[src/rtl/gwl_pkg.sv]
// shared types and constants of the greedy word wrap layout core
package gwl_pkg;

  // character codes that separate words
  localparam logic [7:0] CH_SPACE   = 8'h20;
  localparam logic [7:0] CH_NEWLINE = 8'h0A;

  // configuration register indexes
  typedef logic [1:0] cfg_idx_t;
  localparam cfg_idx_t CFG_LINE_WIDTH = 2'd0;
  localparam cfg_idx_t CFG_LAST_ROW   = 2'd1;

  // configuration reset values
  localparam logic [7:0] LINE_WIDTH_RST = 8'd38;
  localparam logic [5:0] LAST_ROW_RST   = 6'd18;

  // one input character
  typedef struct packed {
    logic [7:0] ch;
    logic       first_of_text;
    logic       last_of_text;
  } in_t;

  // one placed character
  typedef struct packed {
    logic [7:0] glyph;
    logic [7:0] cell_col;
    logic [5:0] cell_row;
    logic       run_end;
  } out_t;

endpackage

[src/rtl/gwl_word_buf.sv]
// word buffer memory, one write port and one registered read port
module gwl_word_buf #(
  parameter int unsigned DEPTH = 64,
  parameter int unsigned AW    = 6
) (
  input  logic          clk_i,
  input  logic          we_i,
  input  logic [AW-1:0] waddr_i,
  input  logic [7:0]    wdata_i,
  input  logic [AW-1:0] raddr_i,
  output logic [7:0]    rdata_o
);

  logic [7:0] mem [DEPTH];
  logic [7:0] rdata_q;

  always_ff @(posedge clk_i) begin
    if (we_i) begin
      mem[waddr_i] <= wdata_i;
    end
    rdata_q <= mem[raddr_i];
  end

  assign rdata_o = rdata_q;

endmodule

[src/rtl/gwl_col_add.sv]
// shared column adder: raw sum for the wrap test and saturated sum for columns
module gwl_col_add #(
  parameter int unsigned B_W = 6
) (
  input  logic [7:0]     a_i,
  input  logic [B_W-1:0] b_i,
  output logic [8:0]     sum_o,
  output logic [7:0]     sat_o
);

  assign sum_o = 9'(a_i) + 9'(b_i);
  // clamp at column 255
  assign sat_o = sum_o[8] ? 8'hFF : sum_o[7:0];

endmodule

[src/rtl/greedy_word_wrap_layout_core.sv]
// top level of the greedy word wrap layout core: sequencer, config and output register
//
// channel  direction  handshake                  payload
// cfg      in         cfg_valid_i / cfg_ready_o  cfg_index_i, cfg_data_i
// in       in         in_valid_i  / in_ready_o   in_data_i  (gwl_pkg::in_t)
// out      out        out_valid_o / out_ready_i  out_data_o (gwl_pkg::out_t)
//
// an input character that does not flush leaves the sequencer idle; on a flush the
// stored word is drained one character at a time through ST_RD and ST_EMIT, for the
// registered read of the word memory and the shared column adder
// in_ready_o is high only while the sequencer is idle
// reset clears cursor, word length and config; the word memory has no reset
// a stalled output holds the drain loop and config writes, the output register keeps one result
module greedy_word_wrap_layout_core #(
  parameter int unsigned WORD_DEPTH = 64
) (
  input  logic             clk_i,
  input  logic             rst_ni,
  input  logic             cfg_valid_i,
  output logic             cfg_ready_o,
  input  gwl_pkg::cfg_idx_t cfg_index_i,
  input  logic [7:0]       cfg_data_i,
  input  logic             in_valid_i,
  output logic             in_ready_o,
  input  gwl_pkg::in_t     in_data_i,
  output logic             out_valid_o,
  input  logic             out_ready_i,
  output gwl_pkg::out_t    out_data_o
);
  import gwl_pkg::*;

  localparam int unsigned LEN_W = $clog2(WORD_DEPTH);
  // the buffer keeps one entry short of its depth
  localparam logic [LEN_W-1:0] LEN_MAX = LEN_W'(WORD_DEPTH - 1);

  typedef enum logic [2:0] {
    ST_IDLE,
    ST_FLUSH,
    ST_CHK,
    ST_RD,
    ST_EMIT,
    ST_ADV,
    ST_POST
  } state_e;

  state_e           state_q;
  logic [7:0]       lw_q;
  logic [5:0]       last_row_q;
  logic [LEN_W-1:0] len_q;
  logic [LEN_W-1:0] idx_q;
  logic [7:0]       col_q;
  logic [6:0]       row_q;
  logic             is_sep_q;
  logic             is_nl_q;
  logic             out_valid_q;
  out_t             out_q;

  logic             in_hs;
  logic             ch_nl;
  logic             ch_sep;
  logic [LEN_W-1:0] len_base;
  logic             mem_we;
  logic [LEN_W-1:0] len_d;
  logic             hard_brk;
  logic             flush_req;
  logic [LEN_W-1:0] add_b;
  logic [8:0]       add_sum;
  logic [7:0]       add_sat;
  logic [6:0]       row_adv;
  logic             out_free;
  logic             last_glyph;
  logic [7:0]       rd_data;

  // config registers, written only while idle with no result waiting
  assign cfg_ready_o = (state_q == ST_IDLE) && !out_valid_q;

  always_ff @(posedge clk_i or negedge rst_ni) begin
    if (!rst_ni) begin
      lw_q       <= LINE_WIDTH_RST;
      last_row_q <= LAST_ROW_RST;
    end else if (cfg_valid_i && cfg_ready_o) begin
      unique case (cfg_index_i)
        CFG_LINE_WIDTH: lw_q       <= cfg_data_i;
        CFG_LAST_ROW:   last_row_q <= cfg_data_i[5:0];
        default: ;
      endcase
    end
  end

  // intake: first_of_text clears the cursor and word before the char is handled
  assign in_ready_o = (state_q == ST_IDLE);
  assign in_hs      = in_valid_i && in_ready_o;
  assign ch_nl      = (in_data_i.ch == CH_NEWLINE);
  assign ch_sep     = (in_data_i.ch == CH_SPACE) || ch_nl;
  assign len_base   = in_data_i.first_of_text ? '0 : len_q;
  // extra chars beyond the buffer are dropped
  assign mem_we     = in_hs && !ch_sep && (len_base < LEN_MAX);
  assign len_d      = mem_we ? len_base + LEN_W'(1) : len_base;
  // hard break once the word fills a line
  assign hard_brk   = (9'(len_d) >= 9'(lw_q));
  assign flush_req  = ch_sep || in_data_i.last_of_text || hard_brk;

  gwl_word_buf #(
    .DEPTH (WORD_DEPTH),
    .AW    (LEN_W)
  ) u_word_buf (
    .clk_i   (clk_i),
    .we_i    (mem_we),
    .waddr_i (len_base),
    .wdata_i (in_data_i.ch),
    .raddr_i (idx_q),
    .rdata_o (rd_data)
  );

  // shared adder operand: glyph offset while draining, one for a space,
  // word length for the wrap test and the cursor advance
  always_comb begin
    case (state_q)
      ST_EMIT: add_b = idx_q;
      ST_POST: add_b = LEN_W'(1);
      default: add_b = len_q;
    endcase
  end

  gwl_col_add #(
    .B_W (LEN_W)
  ) u_col_add (
    .a_i   (col_q),
    .b_i   (add_b),
    .sum_o (add_sum),
    .sat_o (add_sat)
  );

  // row stops one past the last row
  assign row_adv    = (row_q <= 7'(last_row_q)) ? row_q + 7'd1 : row_q;
  assign out_free   = !out_valid_q || out_ready_i;
  assign last_glyph = (idx_q == len_q - LEN_W'(1));

  always_ff @(posedge clk_i or negedge rst_ni) begin
    if (!rst_ni) begin
      state_q     <= ST_IDLE;
      len_q       <= '0;
      idx_q       <= '0;
      col_q       <= '0;
      row_q       <= '0;
      is_sep_q    <= 1'b0;
      is_nl_q     <= 1'b0;
      out_valid_q <= 1'b0;
      out_q       <= '0;
    end else begin
      // a new glyph refills the output register, else a taken result empties it
      if (state_q == ST_EMIT && out_free) begin
        out_valid_q <= 1'b1;
      end else if (out_ready_i) begin
        out_valid_q <= 1'b0;
      end
      unique case (state_q)
        ST_IDLE: begin
          if (in_hs) begin
            len_q    <= len_d;
            is_sep_q <= ch_sep;
            is_nl_q  <= ch_nl;
            if (in_data_i.first_of_text) begin
              col_q <= '0;
              row_q <= '0;
            end
            state_q <= flush_req ? ST_FLUSH : ST_IDLE;
          end
        end
        ST_FLUSH: begin
          if (len_q == '0) begin
            state_q <= ST_POST;
          end else begin
            // word does not fit the rest of the line: wrap
            if (add_sum > 9'(lw_q)) begin
              row_q <= row_adv;
              col_q <= '0;
            end
            state_q <= ST_CHK;
          end
        end
        ST_CHK: begin
          // past the last row the word is dropped
          if (row_q > 7'(last_row_q)) begin
            len_q   <= '0;
            state_q <= ST_POST;
          end else begin
            idx_q   <= '0;
            state_q <= ST_RD;
          end
        end
        ST_RD: begin
          state_q <= ST_EMIT;
        end
        ST_EMIT: begin
          if (out_free) begin
            out_q.glyph    <= rd_data;
            out_q.cell_col <= add_sat;
            out_q.cell_row <= row_q[5:0];
            out_q.run_end  <= last_glyph;
            if (last_glyph) begin
              state_q <= ST_ADV;
            end else begin
              idx_q   <= idx_q + LEN_W'(1);
              state_q <= ST_RD;
            end
          end
        end
        ST_ADV: begin
          col_q   <= add_sat;
          len_q   <= '0;
          state_q <= ST_POST;
        end
        ST_POST: begin
          if (is_nl_q) begin
            row_q <= row_adv;
            col_q <= '0;
          end else if (is_sep_q && (col_q < lw_q) && (col_q != 8'd0)) begin
            col_q <= add_sat;
          end
          state_q <= ST_IDLE;
        end
        default: state_q <= ST_IDLE;
      endcase
    end
  end

  assign out_valid_o = out_valid_q;
  assign out_data_o  = out_q;

  // drawn rows never pass the last row
  a_row_in_range: assert property (@(posedge clk_i) disable iff (!rst_ni)
    out_valid_o |-> (out_data_o.cell_row <= last_row_q))
    else $error("cell row beyond last row");

  // cursor row saturates one past the largest last row
  a_row_sat: assert property (@(posedge clk_i) disable iff (!rst_ni)
    row_q <= 7'd64)
    else $error("cursor row beyond saturation");

  // the final glyph of a word ends the drain and advances the cursor
  a_run_end_adv: assert property (@(posedge clk_i) disable iff (!rst_ni)
    (state_q == ST_EMIT && out_free && last_glyph) |=> (state_q == ST_ADV && out_data_o.run_end))
    else $error("run end without cursor advance");

  // the word being drained is never empty
  a_busy_drain: assert property (@(posedge clk_i) disable iff (!rst_ni)
    (state_q == ST_RD || state_q == ST_EMIT) |-> (len_q != '0))
    else $error("drain with empty word");

endmodule
[config.mk]
export PLATFORM = sky130hd
export DESIGN_NAME = greedy_word_wrap_layout_core
export DESIGN_NICKNAME = d
export VERILOG_FILES = /design/src/rtl/gwl_pkg.sv /design/src/rtl/gwl_word_buf.sv /design/src/rtl/gwl_col_add.sv /design/src/rtl/greedy_word_wrap_layout_core.sv
export SDC_FILE = /design/constraint.sdc
export NUM_CORES = 1
export LEC_CHECK = 0
export BUFFER_PORTS_ARGS = -buffer_cell sky130_fd_sc_hd__buf_2
export CAP_MARGIN = 30
export CELL_PAD_IN_SITES_DETAIL_PLACEMENT = 1
export CELL_PAD_IN_SITES_GLOBAL_PLACEMENT = 1
export CORE_ASPECT_RATIO = 0.7
export CORE_UTILIZATION = 37
export CTS_BUF_LIST = sky130_fd_sc_hd__clkbuf_4
export CTS_CLUSTER_DIAMETER = 60
export CTS_CLUSTER_SIZE = 40
export DETAILED_ROUTE_END_ITERATION = 16
export PLACE_DENSITY = 0.69
export SKIP_LAST_GASP = 1
export SYNTH_ARGS = -nofsm -noshare
export SYNTH_HDL_FRONTEND = slang
export SYNTH_SLANG_ARGS = --single-unit
[constraint.sdc]
create_clock -name clk_i -period 10.8 [get_ports clk_i]
set_input_delay 1.08 -clock clk_i [delete_from_list [all_inputs] [get_ports clk_i]]
set_output_delay 1.08 -clock clk_i [all_outputs]
set_load 0.02 [all_outputs]
# Word-level counts from Yosys, hierarchy flattened
# Memory sizes are Yosys's and may differ from the RTL's. A register that Yosys moved wholly into a read port is not among the register bits.
# Cells that the tools add are included.
# totals
wordCells	114
inputBits	25
ram_bits	512
ff_bits	70
memories	1
# op_classes
mux	36
n_reduce_logical	32
magnitude_cmp	6
eq_ne	20
add_sub_neg	5
# memory_table
name	words	word_bits	read_ports	rd_clocked_by_memory_dff	wr	line_no	source
u_word_buf.mem	64	8	1	1	1	gwl_word_buf.sv:14	logic [7:0] mem [DEPTH];
# ops
operator	count
2-to-1 mux 8 bit	7
2-to-1 mux 6 bit	7
2-to-1 mux 7 bit	6
one-hot mux 8 bit (4 select lines)	1
one-hot mux 6 bit (2 select lines)	2
one-hot mux 7 bit (3 select lines)	1
one-hot mux 3 bit (6 select lines)	1
one-hot mux 6 bit (3 select lines)	1
2-to-1 mux 3 bit	5
!= test 2 bit (second input constant)	7
adder 6 x 1 -> 6 bit (second input constant)	2
AND reduction 6 bit	2
AND reduction 2 bit	5
adder 8 x 6 -> 9 bit	1
== test 3 bit (second input constant)	3
> comparator 9 x 8 -> 1 bit	1
== test 8 x 4 -> 1 bit (second input constant)	1
== test 8 x 6 -> 1 bit (second input constant)	1
greater-or-equal comparator 6 x 8 -> 1 bit	1
logical AND 1 bit	8
< comparator 8 bit	1
nonzero test 8 bit	1
adder 7 x 1 -> 7 bit (second input constant)	1
> comparator 7 x 6 -> 1 bit	1
other kinds (20)	32

# Depth between registers and ports, before layout
# Gate-level depths: netlist of run 1.
# logic_depth
ltp_word	11
ltp_mapped	21

# Modules after synthesis
# A second synthesis of run 1 with hierarchy kept.
# hier_totals
cells_unflattened	1466
hier_area_um2	24833.8
# modules_own_cells
mod	cells_per_inst	area_per_inst_um2	seq_area_each_um2	instances
gwl_word_buf	940	20166.8	15534.9	1
greedy_word_wrap_layout_core	473	4267.8	1757.9	1
gwl_col_add	53	399.1	0.0	1

# Worst setup path after synthesis of run 1
# No wires, ideal clock.
# synth_timing
path_type	register to register
from	register idx_q[1]
to	register col_q[0]
t_arrival_ps	4086
t_required_ps	10675
path_slack_ps	6590
setup_time_ps	125
stages_incl_launch_ff	19
path_cell_list	dfrtp_1 -> buf_2 -> clkbuf_1 -> clkbuf_1 -> nand2b_1 -> o21ai_0 -> inv_1 -> fa_1 -> nand2b_1 -> a21oi_1 -> nor2_1 -> xnor2_1 -> ha_1 -> a211oi_1 -> o211ai_1 -> o211ai_1 -> a41oi_1 -> nand2_1 -> mux2_2
# synth_via
elab_chain_cells	6
elab_cells_between_ends	9
classes_between	1 x add/sub; 1 x order compare; 1 x eq/ne; 5 x mux; 1 x reduce/logical
# synth_rtl
element	line_no	source
from (decl)	greedy_word_wrap_layout_core.sv:50	logic [LEN_W-1:0] idx_q;
from (signal assigned)	greedy_word_wrap_layout_core.sv:204	idx_q <= idx_q + LEN_W'(1);
one-hot mux 6 bit (2 select lines) (*)	greedy_word_wrap_layout_core.sv:118	case (state_q)
adder 8 x 6 -> 9 bit (*)	gwl_col_add.sv:11	assign sum_o = 9'(a_i) + 9'(b_i);
branches (longest 4 deep; another with > comparator 9 x 8 -> 1 bit)	--	
to (signal assigned)	greedy_word_wrap_layout_core.sv:210	col_q <= add_sat;
to (signal assigned)	greedy_word_wrap_layout_core.sv:219	col_q <= add_sat;
to (decl)	greedy_word_wrap_layout_core.sv:51	logic [7:0] col_q;
# Mark *: on every way between the ends. The select of a mux whose other input is x is not followed.
# A chain may end at the register's enable or synchronous reset.

# Final worst setup path of run 1
# layout_timing
from	register state_q[0]
to	register col_q[1]
# layout_via
elab_chain_cells	7
elab_cells_between_ends	20
classes_between	1 x add/sub; 1 x order compare; 9 x eq/ne; 5 x mux; 4 x reduce/logical
# layout_rtl
element	line_no	source
from (decl)	greedy_word_wrap_layout_core.sv:46	state_e state_q;
from (signal assigned)	greedy_word_wrap_layout_core.sv:167	state_q <= flush_req ? ST_FLUSH : ST_IDLE;
branches (longest 7 deep; another with adder 8 x 6 -> 9 bit)	--	
# Several ways; the timed one is not identified. The select of a mux whose other input is x is not followed.

==> impl_metrics.py, run 1 <==
metrics = {
    "setup_path": {
        "cp.required_ps": 11600,
        "cp-start-kind": "flip-flop",
        "cp.arrival_ps": 6160,
        "crit_type": "reg2reg",
        "setup.worst_path.end_class": "flip-flop",
        "reg2regPathDepth": 17,
        "reg2reg_slack_ps": 5440,
        "cp_max_fo": 15,
    },
    "clocking": {
        "cts_tree": "done",
        "clkTransAtPathRegs_ps": 240,
        "clock_path_buffers": 3,
        "post_cts.repair.setup_buffers": 0,
        "cts.sinks": 590,
        "h-tree-depth": 1,
        "cts_buffers": 30,
        "cts-root-buf": "clkbuf_4",
        "clock_latency_ps": 930,
    },
    "route": {
        "drt-total-wl_mm": 58.4,
        "drt_iter0_markers": 1305,
        "wl_met2_mm": 24.9,
        "met1_length_mm": 28.2,
        "num_vias": 12800,
        "top_layer_used": "met4",
        "met3_length_mm": 4.65,
        "drc": 0,
        "drtAntennaViolNets": 0,
        "avgRoutedWirePerCell_microns": 25.2,
        "firstDrtPassIters": 5,
        "via_per_inst": 5.49,
    },
    "floorplanning": {
        "start_util_pct": 37.5,
        "die_h_microns": 217,
        "die_x_microns": 309,
        "die_area_sq_mm": 0.0671,
        "rows": 78,
        "ios": 51,
        "fp.coreArea_sq_mm": 0.0651,
    },
    "global_route": {
        "grt_pass1_wl_mm": 86.3,
        "overflow": 0,
        "grt_pass1_vias": 12900,
        "grt_usage_pct": 17.5,
        "antenna_found_initial": 3,
        "grt_start_max_net_pins": 101,
    },
    "synthesis": {
        "syn_nets": 1430,
        "synthArstFlopShare_pct": 11.9,
        "synthCells": 1365,
        "syn_avg_cell_area_sq_um": 17.9,
        "synth_seq_cells": 590,
        "synth_flop_cell": "edfxtp_1",
        "synth_edf_count": 512,
        "synth_seq_area_share_pct": 70.7,
        "synth.distinct_cells": 67,
        "ys.warnings.count": 0,
        "synth_area_sq_mm": 0.0244,
    },
    "placed_design": {
        "place_congestion": 0.876,
        "place_hpwl_mm": 38.1,
        "portBuffers": 50,
    },
    "timing": {
        "fin_crit_sh_pct": 49.6,
        "finalHoldViolCount": 0,
        "worst_slew_pin_slew_ps": 1010,
        "fmax_ghz": 0.186,
        "skew_ps": 75.8,
        "fin_crit_ps": 5360,
        "rsz0062_at_grt": "no",
        "fin_hold_ws_ps": 372,
        "setup_viol": 0,
        "fin_tns_setup_ps": 0,
        "finalMaxSlewViolations": 0,
        "slew_headroom_pct": 32.3,
    },
    "min_path": {
        "worstHoldPathCells": 3,
        "worstHoldPathType": "in2reg",
    },
    "finish": {
        "drive_above_1_share_pct": 22.4,
        "final_nets": 1480,
        "syn2layout_area_growth_pct": 8.15,
    },
    "power": {
        "p_leak_nw": 8.56,
        "power.density_mw_per_mm2": 179,
        "max-vdd-ir-drop_uv": 169,
    },
    "run": {
        "drv_cap": 0,
    },
    "status": {
        "outcome": "complete, no violations",
    },
}
-- worst paths after layout --
check / start / end
setup / recovery: state_q[0]$_DFFE_PN0P_ / col_q[1]$_DFFE_PN0P_
hold / removal: cfg_data_i[1] / lw_q[1]$_DFFE_PN1P_
setup reg to reg: state_q[0]$_DFFE_PN0P_ / col_q[1]$_DFFE_PN0P_
hold reg to reg: u_word_buf.rdata_o[5]$_DFF_P_ / out_data_o[20]$_DFFE_PN0P_
max in group asynchronous: rst_ni / lw_q[2]$_DFFE_PN1P_
min in group asynchronous: rst_ni / out_data_o[21]$_DFFE_PN0P_
-- logic make-up (layout without fill, tap and decap cells) --
family                     Yosys count  count (layout)  share of synthesized area (%)
muxes                              178             178                           15.4
adders and majority gates           40              40                           2.08
DFF                                590             590                           70.7
other                                0               4                              0
and+or+nand+nor                    298             298                           5.61
buffers and inverters               91             165                           1.57
xor gates and xnor gates            18              18                          0.645
AOI/OAI and AO/OA                  150             150                           3.93
-- layout make-up --
type / count / area, sq um
clock buffers: 32 / 240
multi-input cells: 684 / 6770
well taps: 880 / 1100
inverters: 30 / 113
repair buffers: 79 / 522
fillers: 6401 / 38700
clock inverters: 24 / 375
flip-flops and latches: 590 / 17300
diodes: 4 / 10.0
-- power by group --
part / switching [mW] / internal (mW)
logic: 0.593 / 0.442
registers: 0.103 / 2.57
clock network: 0.777 / 0.236
total: 1.47 / 3.25
-- cells in the mapped netlist (7+ instances only) --
| master | number | share of area (%) |
|---|---|---|
| mux2_2 | 15 | 0.69 |
| nand2b_1 | 21 | 0.54 |
| nand3_1 | 14 | 0.29 |
| nor2_1 | 100 | 1.5 |
| mux4_2 | 157 | 14 |
| a21oi_1 | 27 | 0.55 |
| nand2_1 | 105 | 1.6 |
| a31oi_1 | 9 | 0.23 |
| clkbuf_1 | 35 | 0.54 |
| o31ai_1 | 8 | 0.25 |
| dfxtp_1 | 8 | 0.66 |
| edfxtp_1 | 512 | 63 |
| nor3_1 | 7 | 0.14 |
| inv_1 | 30 | 0.46 |
| dfrtp_1 | 65 | 6.7 |
| nor2b_1 | 15 | 0.38 |
| a22oi_1 | 15 | 0.46 |
| ha_1 | 39 | 2.0 |
| o21ai_0 | 44 | 0.90 |
| buf_2 | 21 | 0.43 |
| xnor2_1 | 14 | 0.50 |
-- cell usage in the layout (no fill, tap or decap), drive strengths merged, types with 27 or more instances in the layout --
cell type | Yosys | final
clkbuf | 36 | 32
mux4 | 157 | 157
edfxtp | 512 | 512
buf | 25 | 78
nand2 | 105 | 105
dfrtp | 65 | 65
o21ai | 48 | 48
inv | 30 | 40
ha | 39 | 39
a21oi | 27 | 27
nor2 | 100 | 100
-- what timing repair did --
item,in CTS,in global routing
hold buffers,0,1
gates resized for setup,0,0
endpoints found under the hold margin,0,14
-- through the flow --
stage	util [%]	total power [mW]	area (sq um)	instances	worst slack, ps
after floorplan	-	3.42	24400	1365	6590
after global placement	39.4	3.73	25700	2248	5830
after detailed placement	39.5	3.76	25700	2255	5620
after CTS	40.5	4.76	26300	2311	5490
after global routing	40.6	4.92	26400	2322	5030
final	40.6	4.72	26400	2323	5440
-- state kept, by name (all words and copies together) (netlist names) --
name and flops:
is_sep_q 1, lw_q 8, state_q 3, last_row_q 6
row_q 7, col_q 8, u_word_buf.rdata_o 8, u_word_buf.mem 512
idx_q 6, out_data_o 23, is_nl_q 1, len_q 6
out_valid_o 1
-- worst max-delay path: stages (launching register included) --
cell	delay, ps
dfrtp_1	690
nand2b_1	480
nor2_1	210
a22oi_1	220
ha_1	250
inv_1	70
fa_1	420
nand2b_1	180
a21oi_1	210
nor2_1	130
xnor2_1	150
ha_1	300
a211oi_1	380
o211ai_1	180
o211ai_1	310
a41oi_1	310
nand2_1	370
mux2_2	390
-- per-layer routing --
layer | GRT usage, % | up-vias
met5 | 0 | -
met4 | 2.41 | 0
met3 | 4.26 | 40
met2 | 24.5 | 390
met1 | 27.9 | 6815
li1 | - | 5516
No activity file was read; power rests on OpenSTA's default activity.
==> run 2: changes to the inputs <==
PLACE_DENSITY = 0.71   (was 0.69)
clock period = 4.3 ns   (was 10.8 ns; I/O delays follow)
==> run 2 against run 1 <==
  * Maximum frequency grew 32%
  * Register-to-register slack lost 5200 ps
  * Total power grew to 2.6 times the previous value
  * Cell count grew 3.7%
  * Cell area grew 3.0%
  * Highest routed layer is now met5
==> impl_metrics.py, run 2 (synthesis gave the netlist of run 1 again) <==
metrics = {
    "status": {
        "outcome": "complete, no violations",
    },
    "global_route": {
        "grt_pass1_wl_mm": 92.4,
        "grt_start_max_net_pins": 134,
        "grt_usage_pct": 18.7,
        "overflow": 0,
        "antenna_found_initial": 6,
        "grt_pass1_vias": 13700,
    },
    "finish": {
        "multi_input_area_sq_mm": 0.00681,
        "nFillCells": 6433,
        "seq_area_sq_mm": 0.0173,
        "fin_cells": 2410,
        "final_common_cell": "edfxtp_1",
        "final_nets": 1568,
        "syn2layout_area_growth_pct": 11.4,
        "drive_above_1_share_pct": 26.3,
        "largest_reg_flops": 512,
        "final_cell_mix": "edfxtp_1, mux4_2, nand2_1",
        "final_area_sq_mm": 0.0272,
        "top_regs": "u_word_buf.mem x512, out_data_o x23",
        "top_register": "u_word_buf.mem",
        "utilization_pct": 41.8,
    },
    "power": {
        "pwr-share-comb_pct": 24.0,
        "switching_share_pct": 32.1,
        "seqPwrFrac_pct": 54.1,
        "intPower_mw": 8.28,
        "pwr-share-clk_pct": 21.9,
        "p_leak_nw": 9.02,
        "max-vdd-ir-drop_uv": 292,
        "power.density_mw_per_mm2": 448,
        "p_sw_mw": 3.92,
    },
    "timing": {
        "fin_crit_sh_pct": 94.3,
        "fin_hold_ws_ps": 57.8,
        "skew_ps": 89.9,
        "fin_tns_setup_ps": 0,
        "worst_slew_pin_slew_ps": 964,
        "finalHoldViolCount": 0,
        "fmax_ghz": 0.247,
        "rsz0062_at_grt": "no",
        "slew_headroom_pct": 35.5,
        "fin_crit_ps": 4060,
        "setup_viol": 0,
        "finalMaxSlewViolations": 0,
    },
    "clocking": {
        "clock_path_buffers": 3,
        "cts_tree": "done",
        "h-tree-depth": 1,
        "cts.sinks": 590,
        "post_cts.repair.setup_buffers": 0,
        "clkTransAtPathRegs_ps": 250,
        "cts_buffers": 31,
        "clock_latency_ps": 990,
        "cts-root-buf": "clkbuf_4",
    },
    "floorplanning": {
        "ios": 51,
        "die_h_microns": 217,
        "die_x_microns": 309,
        "rows": 78,
        "start_util_pct": 37.5,
        "die_area_sq_mm": 0.0671,
        "fp.coreArea_sq_mm": 0.0651,
    },
    "placed_design": {
        "place_congestion": 0.861,
        "portBuffers": 50,
        "dp.cells": 2329,
        "place_hpwl_mm": 41.1,
        "placed_area_sq_mm": 0.0263,
    },
    "route": {
        "drt_iter0_markers": 1458,
        "num_vias": 13400,
        "drc": 0,
        "firstDrtPassIters": 5,
        "via_per_inst": 5.54,
        "avgRoutedWirePerCell_microns": 26.0,
        "drtAntennaViolNets": 0,
        "drt-total-wl_mm": 62.6,
    },
    "setup_path": {
        "cp.arrival_ps": 4910,
        "cp-start-kind": "flip-flop",
        "cp.required_ps": 5160,
        "setup.worst_path.end_class": "flip-flop",
        "cp_max_fo": 9,
        "crit_type": "reg2reg",
    },
    "run": {
        "drv_cap": 0,
    },
    "min_path": {
        "worstHoldPathType": "in2reg",
    },
}
-- run 2: changes by cell type in the layout (fill, tap and decap cells not counted), moves of 2 or more --
cell	change
buf_4	+71
dlygate4sd3_1	+19
inv_16	+4
buf_6	-3
inv_6	+2
inv_8	-2
-- run 2: repair_timing --
action | CTS | global route
endpoints found under the hold margin | 124 | 18
gates resized for setup | 0 | 10
hold buffers | 19 | 1
endpoints found under the setup margin | 0 | 15
-- run 2: power by group through the flow --
stage	Combinational, mW	Clock [mW]	Sequential [mW]
6_report	2.93	2.67	6.60
5_1_grt	3.18	2.89	6.63
4_1_cts	2.91	2.74	6.61
3_5_place_dp	2.89	0	6.74
3_3_place_gp	2.79	0	6.72
2_1_floorplan	1.81	0	6.77
-- run 2: through the flow --
stage,power (mW),worst slack (ps)
after floorplan,8.58,89.5
after global placement,9.51,183
after detailed placement,9.63,76.6
after CTS,12.3,48.4
after global routing,12.7,23.7
final,12.2,244
-- run 2: per-layer routing --
metal / track usage [%] / vias to the layer above / share of wire [%]
li1: - / 5685 / -
met1: 29.2 / 7131 / 46
met2: 26.9 / 464 / 43
met3: 4.59 / 68 / 8.6
met4: 2.87 / 2 / 1.5
met5: 0 / - / 0.019
-- run 2: final cells by class --
class	instances	area share (%)
inverter	30	0.414
tap	880	4.04
antenna	3	0.0276
sequential	590	63.6
timing repair buffer	166	4.55
multi-input combinational	684	25.0
clock inverter	25	1.52
clock buffer	32	0.882
-- run 2: critical path, stage by stage, from the launching register on --
cell and delay (ps):
dfrtp_1 430, nand2b_1 200, a22oi_2 240, ha_2 230, inv_1 60, fa_1 430, nand2b_1 200, nand2b_1 90
a21oi_1 70, xor2_1 210, inv_1 80, ha_1 320, nand4_1 140, o211ai_1 210, o211ai_1 160, a41o_2 400
o31ai_1 380, o31ai_2 120
-- run 2: path summary, 6_finish.rpt --
path / from / end / slack, ps / depth (start not counted)
min reg2reg: u_word_buf.rdata_o[6]$_DFF_P_ / out_data_o[21]$_DFFE_PN0P_ / 440 / 2
min: cfg_index_i[1] / lw_q[2]$_DFFE_PN1P_ / 60 / 4
max: state_q[0]$_DFFE_PN0P_ / row_q[4]$_DFFE_PN0P_ / 240 / 17
min in group asynchronous: rst_ni / out_data_o[9]$_DFFE_PN0P_ / 390 / 3
max reg2reg: state_q[0]$_DFFE_PN0P_ / row_q[4]$_DFFE_PN0P_ / 240 / 17
max in group asynchronous: rst_ni / lw_q[1]$_DFFE_PN1P_ / 3240 / 4
